--- src/rtl/mste_pkg.sv ---
`timescale 1ns / 1ps
package mste_pkg;
    localparam logic [3:0] REQ_ENQ       = 4'd0;
    localparam logic [3:0] REQ_FIND_ID   = 4'd1;
    localparam logic [3:0] REQ_FIND_ST   = 4'd2;
    localparam logic [3:0] REQ_DEL_SLOT  = 4'd3;
    localparam logic [3:0] REQ_DEL_ID    = 4'd4;
    localparam logic [3:0] REQ_SET_ST    = 4'd5;
    localparam logic [3:0] REQ_SET_TICK  = 4'd6;
    localparam logic [3:0] REQ_EXP_ONE   = 4'd7;
    localparam logic [3:0] REQ_EXP_ALL   = 4'd8;
    localparam logic [3:0] REQ_CLEAR     = 4'd9;
    localparam logic [3:0] REQ_READ      = 4'd10;

    localparam logic [1:0] ST_OK       = 2'd0;
    localparam logic [1:0] ST_NONE     = 2'd1;
    localparam logic [1:0] ST_REJECT   = 2'd2;
    localparam logic [1:0] ST_OVERWR   = 2'd3;

    localparam logic [3:0] KIND_PUBLISH = 4'd3;
    localparam logic [31:0] TIMEOUT_RST = 32'd30000;

    // one request word, fields from the highest bit down
    typedef struct packed {
        logic [31:0] tick_value;
        logic [1:0]  wanted_state;
        logic [27:0] remaining_length;
        logic [15:0] data_length;
        logic [1:0]  service_level;
        logic [3:0]  message_kind;
        logic [15:0] message_id;
        logic [2:0]  slot_sel;
        logic [3:0]  req_type;
    } t_req;

    // match test controls from sequencer to compare unit
    typedef struct packed {
        logic [3:0]  req_type;
        logic [15:0] message_id;
        logic [1:0]  wanted_state;
    } t_cmp_ctl;
endpackage

--- src/rtl/mste_match.sv ---
`timescale 1ns / 1ps
module mste_match #(
    parameter int TICK_BITS = 32
) (
    input  mste_pkg::t_cmp_ctl   i_ctl,
    input  logic                 i_used,
    input  logic [15:0]          i_id,
    input  logic [1:0]           i_state,
    input  logic [TICK_BITS-1:0] i_tick,
    input  logic [TICK_BITS-1:0] i_now,
    input  logic [31:0]          i_timeout,
    output logic                 o_hit
);
    import mste_pkg::*;
    logic [TICK_BITS-1:0] w_diff;
    logic                 w_exp;

    assign w_diff = i_now - i_tick;
    always_comb begin
        if (TICK_BITS > 32) w_exp = w_diff > TICK_BITS'(i_timeout);
        else w_exp = 33'(w_diff) > {1'b0, i_timeout};
    end

    always_comb begin
        unique case (i_ctl.req_type) inside
            REQ_ENQ: o_hit = !i_used;
            REQ_FIND_ST: o_hit = i_used && i_state == i_ctl.wanted_state;
            REQ_FIND_ID, REQ_DEL_ID, REQ_SET_ST, REQ_SET_TICK:
                o_hit = i_used && i_id == i_ctl.message_id;
            REQ_EXP_ONE, REQ_EXP_ALL: o_hit = i_used && w_exp;
            default: o_hit = 1'b0;
        endcase
    end
endmodule

--- src/rtl/message_slot_table_with_expiry.sv ---
`timescale 1ns / 1ps
// Message slot table with expiry.
// Requests enter on the s_axis group; tdata packs req_type, slot_sel,
// message_id, message_kind, service_level, data_length, remaining_length,
// wanted_state and tick_value from the lowest bit up. One result word leaves
// on the m_axis group per request. The expiry timeout is written on the
// cfg channel; the user must write it only while the block is idle, as the
// block itself does not enforce this. Each searching request scans the
// table one slot per cycle through a single shared compare unit; table-wide
// scans run full length, hits stop early. An accepted enqueue also passes
// S_SUB for the byte total update. Direct-slot, clear and unknown requests
// do not search the table. s_axis_tready is high only in idle, so one
// request is in flight at a time; the next request can be taken the cycle
// after the result word is accepted.
// Reset empties the table, zeroes the byte total and loads a timeout of
// 30000. When the receiver stalls, the result holds in the output register
// and no new request is taken until it is accepted.
module message_slot_table_with_expiry #(
    parameter int SLOT_COUNT = 8,
    parameter int TICK_BITS  = 32
) (
    input  logic         i_clk,
    input  logic         i_rst_n,
    input  logic         s_axis_tvalid,
    output logic         s_axis_tready,
    // req_type, slot_sel, message_id, message_kind, service_level,
    // data_length, remaining_length, wanted_state, tick_value, pad
    input  logic [111:0] s_axis_tdata,
    output logic         m_axis_tvalid,
    input  logic         m_axis_tready,
    // status, slot_out, id_out, kind_out, level_out, length_out,
    // state_out, tick_out, removed_count, byte_total, pad
    output logic [119:0] m_axis_tdata,
    input  logic         cfg_valid,
    output logic         cfg_ready,
    input  logic [31:0]  cfg_data
);
    import mste_pkg::*;
    localparam int IW = (SLOT_COUNT > 1) ? $clog2(SLOT_COUNT) : 1;
    localparam int CW = $clog2(SLOT_COUNT + 1);

    localparam logic [2:0] S_IDLE = 3'd0;
    localparam logic [2:0] S_SCAN = 3'd1;
    localparam logic [2:0] S_ACT  = 3'd2;
    localparam logic [2:0] S_OUT  = 3'd3;
    localparam logic [2:0] S_SUB  = 3'd4;

    logic [2:0]           r_st;
    t_req                 r_req;
    logic [31:0]          r_timeout;
    logic [31:0]          r_total;
    logic [IW-1:0]        r_idx;
    logic                 r_found;
    logic [IW-1:0]        r_hit;
    logic [CW-1:0]        r_removed;
    logic [SLOT_COUNT-1:0] r_used;
    logic [15:0]          r_id   [SLOT_COUNT];
    logic [3:0]           r_kind [SLOT_COUNT];
    logic [1:0]           r_lvl  [SLOT_COUNT];
    logic [15:0]          r_dlen [SLOT_COUNT];
    logic [28:0]          r_size [SLOT_COUNT];
    logic [1:0]           r_sst  [SLOT_COUNT];
    logic [TICK_BITS-1:0] r_tick [SLOT_COUNT];
    logic [1:0]           r_status;
    logic [28:0]          r_sub;
    logic                 r_rem;

    t_cmp_ctl w_ctl;
    logic     w_hit;
    logic     w_last;
    logic     w_sel_ok;
    logic [IW-1:0] w_sel;
    logic [32:0] w_add;
    logic [28:0] w_newsize;
    logic        w_enq_rej;
    logic        w_slot_ok;
    logic [IW-1:0] w_enq_idx;
    logic [1:0]  w_act_status;
    logic        w_act_rem;
    logic [31:0] w_total_rem;
    logic [119:0] w_out;

    assign s_axis_tready = r_st == S_IDLE;
    assign cfg_ready     = 1'b1;
    assign w_ctl = '{req_type: r_req.req_type, message_id: r_req.message_id,
                     wanted_state: r_req.wanted_state};
    assign w_last = 32'(r_idx) == SLOT_COUNT - 1;
    assign w_sel  = IW'(r_req.slot_sel);
    assign w_sel_ok = 32'(r_req.slot_sel) < SLOT_COUNT;
    assign w_newsize = 29'(r_req.data_length) + 29'(r_req.remaining_length);
    assign w_enq_rej = r_req.service_level == 2'd1 && r_req.message_kind == KIND_PUBLISH;
    assign w_slot_ok = w_sel_ok && r_used[w_sel];
    assign w_enq_idx = r_found ? r_hit : '0;

    mste_match #(.TICK_BITS(TICK_BITS)) u_match (
        .i_ctl(w_ctl), .i_used(r_used[r_idx]), .i_id(r_id[r_idx]),
        .i_state(r_sst[r_idx]), .i_tick(r_tick[r_idx]),
        .i_now(TICK_BITS'(r_req.tick_value)), .i_timeout(r_timeout), .o_hit(w_hit)
    );

    function automatic logic [31:0] sat_sub(logic [31:0] a, logic [28:0] b);
        return (33'(b) > 33'(a)) ? 32'd0 : a - 32'(b);
    endfunction

    assign w_add = 33'(r_total) + 33'(r_sub);
    assign w_total_rem = sat_sub(r_total, r_size[r_hit]);

    always_comb begin
        w_act_status = r_found ? ST_OK : ST_NONE;
        w_act_rem = 1'b0;
        case (r_req.req_type) inside
            REQ_ENQ: begin
                if (w_enq_rej) w_act_status = ST_REJECT;
                else w_act_status = r_found ? ST_OK : ST_OVERWR;
            end
            REQ_DEL_SLOT, REQ_READ: begin
                w_act_status = w_slot_ok ? ST_OK : ST_NONE;
                w_act_rem = w_slot_ok && r_req.req_type == REQ_DEL_SLOT;
            end
            REQ_DEL_ID, REQ_EXP_ONE: w_act_rem = r_found;
            REQ_EXP_ALL, REQ_CLEAR: w_act_status = ST_OK;
            default: w_act_rem = 1'b0;
        endcase
    end

    always_comb begin
        w_out = '0;
        w_out[1:0] = r_status;
        if (r_found) begin
            w_out[4:2]   = 3'(r_hit);
            w_out[20:5]  = r_id[r_hit];
            w_out[24:21] = r_kind[r_hit];
            w_out[26:25] = r_lvl[r_hit];
            w_out[42:27] = r_dlen[r_hit];
            w_out[44:43] = r_sst[r_hit];
            w_out[76:45] = 32'(r_tick[r_hit]);
        end
        w_out[80:77] = 4'(r_removed);
        w_out[112:81] = r_rem ? w_total_rem : r_total;
    end

    always_ff @(posedge i_clk) begin
        if (!i_rst_n) begin
            r_st <= S_IDLE;
            r_timeout <= TIMEOUT_RST;
            r_total <= '0;
            r_used <= '0;
            m_axis_tvalid <= 1'b0;
        end else begin
            if (cfg_valid) r_timeout <= cfg_data;
            unique case (r_st)
                S_IDLE: begin
                    if (s_axis_tvalid) begin
                        r_req <= t_req'(s_axis_tdata[106:0]);
                        r_idx <= '0;
                        r_found <= 1'b0;
                        r_hit <= '0;
                        r_removed <= '0;
                        r_st <= S_SCAN;
                    end
                end
                S_SCAN: begin
                    case (r_req.req_type) inside
                        REQ_DEL_SLOT, REQ_READ, REQ_CLEAR: r_st <= S_ACT;
                        REQ_EXP_ALL: begin
                            if (w_hit) begin
                                r_used[r_idx] <= 1'b0;
                                r_total <= sat_sub(r_total, r_size[r_idx]);
                                r_removed <= r_removed + 1'b1;
                            end
                            if (w_last) r_st <= S_ACT;
                            r_idx <= r_idx + 1'b1;
                        end
                        default: begin
                            if (w_hit || w_last || r_req.req_type > REQ_READ) begin
                                r_found <= w_hit;
                                r_hit <= r_idx;
                                r_st <= S_ACT;
                            end else r_idx <= r_idx + 1'b1;
                        end
                    endcase
                end
                S_ACT: begin
                    r_rem <= w_act_rem;
                    r_status <= w_act_status;
                    r_st <= (r_req.req_type == REQ_ENQ && !w_enq_rej) ? S_SUB : S_OUT;
                    case (r_req.req_type) inside
                        REQ_ENQ: begin
                            if (w_enq_rej) begin
                                r_found <= 1'b0;
                            end else begin
                                r_found <= 1'b1;
                                if (!r_found) begin
                                    r_hit <= '0;
                                    r_total <= sat_sub(r_total, r_size[0]);
                                end
                                r_used[w_enq_idx] <= 1'b1;
                                r_id[w_enq_idx]   <= r_req.message_id;
                                r_kind[w_enq_idx] <= r_req.message_kind;
                                r_lvl[w_enq_idx]  <= r_req.service_level;
                                r_dlen[w_enq_idx] <= r_req.data_length;
                                r_size[w_enq_idx] <= w_newsize;
                                r_sst[w_enq_idx]  <= 2'd0;
                                r_tick[w_enq_idx] <= TICK_BITS'(r_req.tick_value);
                                r_sub <= w_newsize;
                            end
                        end
                        REQ_DEL_SLOT, REQ_READ: begin
                            if (w_slot_ok) begin
                                r_found <= 1'b1;
                                r_hit <= w_sel;
                            end
                        end
                        REQ_SET_ST: if (r_found) r_sst[r_hit] <= r_req.wanted_state;
                        REQ_SET_TICK:
                            if (r_found) r_tick[r_hit] <= TICK_BITS'(r_req.tick_value);
                        REQ_EXP_ALL: r_found <= 1'b0;
                        REQ_CLEAR: begin
                            r_used <= '0;
                            r_total <= '0;
                        end
                        default: ;
                    endcase
                end
                S_SUB: begin
                    // add the new entry size, saturating
                    r_total <= w_add[32] ? 32'hFFFF_FFFF : w_add[31:0];
                    r_st <= S_OUT;
                end
                S_OUT: begin
                    if (!m_axis_tvalid) begin
                        m_axis_tdata <= w_out;
                        if (r_rem) begin
                            r_used[r_hit] <= 1'b0;
                            r_total <= w_total_rem;
                        end
                        m_axis_tvalid <= 1'b1;
                    end else if (m_axis_tready) begin
                        m_axis_tvalid <= 1'b0;
                        r_st <= S_IDLE;
                    end
                end
                default: r_st <= S_IDLE;
            endcase
        end
    end

    a_ready_idle: assert property (@(posedge i_clk) disable iff (!i_rst_n)
        m_axis_tvalid |-> !s_axis_tready) else $error("accept while result pending");
    a_removed_max: assert property (@(posedge i_clk) disable iff (!i_rst_n)
        32'(r_removed) <= SLOT_COUNT) else $error("removed count overflow");
    a_clear: assert property (@(posedge i_clk) disable iff (!i_rst_n)
        (r_st == S_ACT && r_req.req_type == REQ_CLEAR) |=> r_used == '0)
        else $error("clear left slots");
endmodule
--- config.mk ---
export PLATFORM = sky130hd
export DESIGN_NAME = message_slot_table_with_expiry
export DESIGN_NICKNAME = d
export VERILOG_FILES = /design/src/rtl/mste_pkg.sv /design/src/rtl/mste_match.sv /design/src/rtl/message_slot_table_with_expiry.sv
export SDC_FILE = /design/constraint.sdc
export NUM_CORES = 2
export LEC_CHECK = 0
export BUFFER_PORTS_ARGS = -buffer_cell sky130_fd_sc_hd__buf_4
export CORE_MARGIN = 5
export CORE_UTILIZATION = 45
export DETAILED_ROUTE_END_ITERATION = 8
export HOLD_SLACK_MARGIN = 0.02
export PLACE_DENSITY = 0.61
export SYNTH_ARGS = -nofsm -noshare
export SYNTH_HDL_FRONTEND = slang
export SYNTH_SLANG_ARGS = --single-unit
--- constraint.sdc ---
create_clock -name i_clk -period 23 [get_ports i_clk]
set_input_delay 2.3 -clock i_clk [delete_from_list [all_inputs] [get_ports i_clk]]
set_output_delay 2.3 -clock i_clk [all_outputs]
set_load 0.02 [all_outputs]
==> flow_metrics.tcl <==
set metrics [dict create \
    status "complete, no violations" \
    drt_iter0_markers 3837 \
    cpPeakStageDelay_ns 0.81 \
    max_freq_mhz 115 \
    ys_warn_count 0 \
    dieArea_um2 133000 \
    track_usage 0.239 \
    synth_edf_count 1071 \
    clk_pin_slew_ns 0.06 \
    synthFlopType "edfxtp_1" \
    synth_top_area_cell "edfxtp_1" \
    initial_core_util 0.452 \
    coreArea_um2 125000 \
    drive_gt1_frac 0.182 \
    finalWorstSetupSlack_ns 14.29 \
    drv_cap 0 \
    timing.final.crit_share 0.379 \
    drc_errors 0 \
    fillerInstances 10400 \
    finalMaxSlewViolations 0 \
    period_minus_slack_ns 8.71 \
    syn_to_final_growth_pct 13.7 \
    post_cts_resize_count 0 \
    row_count 130 \
    place.gp.congestion 0.949 \
    whs_path_depth 0 \
    synthTopCellsByArea "edfxtp_1, mux4_2, ha_1" \
    ys_async_sr_fraction 0 \
    boundaryPins 272 \
    synth_area_um2 56700 \
    fp.dieW_um 365 \
    ir_worst_vdd_mv 0.0718 \
    nets 4579 \
    via_per_inst 6.25 \
    grt_pass1_vias 37000 \
    grt_max_degree 65 \
    path_max_fanout 48 \
    netlist_instances 3996 \
    cts_buffers 118 \
    cts_tree "done" \
    htree_levels 3 \
    totalWireLength_um 163000 \
    p_per_area_nw_per_um2 121 \
    hold_violations 0 \
    rsz0062_at_grt "no" \
    clock_skew_ns 0.0611 \
    hold_start "r_status[0]$_DFFE_PP_" \
    ys_seq_area_frac 0.596 \
    yosysUniqueCellTypes 93 \
    worst_pin_slew_ns 1.18 \
    ys_ff_latch 1153 \
    cts_root_buf "clkbuf_16" \
    grt-ovfl-total 0 \
    holdPathEnd "m_axis_tdata[0]$_DFFE_PP_" \
    ant_nets 0 \
    dr.pass1.iters 6 \
    slew-limit-headroom 0.208 \
    reg2reg_setup_slack_ns 14.29 \
    insertedDiodeCount 0 \
    wl_per_cell_um 27.3 \
    required_ns 23.61 \
    grt_pass1_wl_um 238000 \
    reg2regPathDepth 25 \
    clock_sinks 1153 \
    syn_avg_cell_area_um2 14.2 \
    min_path_type "reg -> reg" \
    end_kind "register" \
    worstSetupPathType "reg -> reg" \
    critPathSlowestCell "buf_4" \
    clockBufferDepth 3 \
    finalSetupViolCount 0 \
    dp_slack_ns 14.33 \
    synth_top_cell_area_share 0.567 \
    antenna_found_initial 5 \
    die_y_um 365 \
    finalSetupTns_ns 0 \
    ctsHoldBuffers 0 \
    startpoint_type "register" \
    p_leak_nw 22.2 \
    postCtsSetupBuffers 0 \
    clk_latency_ns 0.75 \
    vias 37300 \
    crit_arrival_ns 9.32 \
    dp_hpwl_um 105000 \
    port-buffer-count 258 \
]
==> critical path: cells and delay by family (launching register included) <==
kind / cells / cell delay (ns)
buffers and inverters: 1 / 0.81
adder cells (fa/ha/maj): 2 / 0.59
XOR/XNOR: 1 / 0.09
AND/OR/NAND/NOR: 5 / 1.31
multiplexers: 3 / 1.09
AO/OA/AOI/OAI: 13 / 4.10
flip-flops: 1 / 0.53
==> area by class of cell <==
cell class              count  area (um^2)  area share
clock inverters            81          850      0.0132
multi-input cells        2500        21800       0.338
well taps                1650         2060      0.0320
clock buffers             138         3080      0.0478
inverters                 131          493     0.00764
repair buffers            321         2420      0.0376
flip-flops and latches   1153        33800       0.524
==> stage by stage <==
step	hold slack [ns]	area [um^2]	std cells	util	power (mW)
2_1_floorplan	0.400	56700	4002	-	4.94
3_3_place_gp	0.410	60600	5755	0.483	5.80
3_5_place_dp	0.417	60600	5755	0.483	5.84
4_1_cts	0.431	64500	5974	0.514	7.80
5_1_grt	0.433	64500	5974	0.514	8.20
6_report	0.425	64500	5974	0.514	7.78
==> flip-flops by register name (all words and copies together), names as in the netlist, named ones only <==
| register | count |
|---|---|
| r_tick | 256 |
| r_size | 232 |
| r_dlen | 128 |
| r_id | 128 |
| m_axis_tdata | 113 |
| r_req | 104 |
| r_kind | 32 |
| r_timeout | 32 |
| r_total | 32 |
| r_sub | 29 |
| r_lvl | 16 |
| r_sst | 16 |
| r_used | 8 |
| r_removed | 4 |
| r_hit | 3 |
| r_idx | 3 |
| r_st | 3 |
| w_sel | 3 |
| r_status | 2 |
| m_axis_tvalid | 1 |
| r_found | 1 |
| r_rem | 1 |
==> routing by layer <==
layer,global-route usage,wire length [um],up-vias
li1,-,-,16600
met1,0.334,68000,18800
met2,0.381,75500,1694
met3,0.0499,14500,254
met4,0.0719,4920,0
met5,0,0,-
==> layout by cell type (no fill, tap or decap), drive strengths merged, types with 58 or more instances in the layout <==
cell	instances
a21o	61
edfxtp	1071
inv	129
ha	199
mux2i	147
mux4	218
a21oi	186
xnor2	107
nor2	162
o21ai	148
nand2	175
a22oi	309
clkinv	59
clkbuf	138
a41oi	83
nand3	58
dfxtp	82
buf	321
==> power by group <==
part | switching [mW] | internal [mW]
Combinational | 1.87 | 1.32
Sequential | 0.184 | 2.47
Clock | 0.829 | 1.12
Total | 2.88 | 4.90
==> worst max path at each step <==
stage          cells after the start                        end  slack (ns)      from
6_report                          25                   register       14.29  register
5_1_grt                           25   r_total[22]$_SDFFE_PN0P_       13.84  register
4_1_cts                           25                   register       14.28  register
3_5_place_dp                      26   r_total[30]$_SDFFE_PN0P_       14.33  register
3_3_place_gp                      25   r_total[22]$_SDFFE_PN0P_       14.40  register
2_1_floorplan                      2  m_axis_tdata[0]$_DFFE_PP_       11.52   i_rst_n
==> kinds of logic (layout without fill, tap and decap cells) <==
| kind of cell | after synthesis | in the layout | synth area share |
|---|---|---|---|
| AO/OA/AOI/OAI | 1080 | 1080 | 0.134 |
| buffers and inverters | 349 | 671 | 0.0245 |
| XOR/XNOR | 163 | 163 | 0.0252 |
| AND/OR/NAND/NOR | 668 | 668 | 0.0587 |
| other | 2 | 8 | 0.000132 |
| flip-flops | 1153 | 1153 | 0.596 |
| multiplexers | 376 | 376 | 0.116 |
| adder cells (fa/ha/maj) | 205 | 205 | 0.0460 |
==> cells in the mapped netlist (all sizes together) (32+ instances only) <==
| master | count |
|---|---|
| xnor2 | 107 |
| a22oi | 309 |
| clkbuf | 167 |
| mux4 | 218 |
| a21o | 61 |
| mux2i | 147 |
| ha | 199 |
| a211oi | 32 |
| nor3 | 34 |
| buf | 51 |
| o21ai | 148 |
| dfxtp | 82 |
| edfxtp | 1071 |
| a21oi | 186 |
| nand3 | 58 |
| nor2 | 162 |
| inv | 128 |
| a41oi | 83 |
| nand2 | 175 |
| and3 | 41 |
| nor2b | 49 |
| a31oi | 36 |
| xor2 | 56 |
No activity file was read; power rests on OpenSTA's default activity.
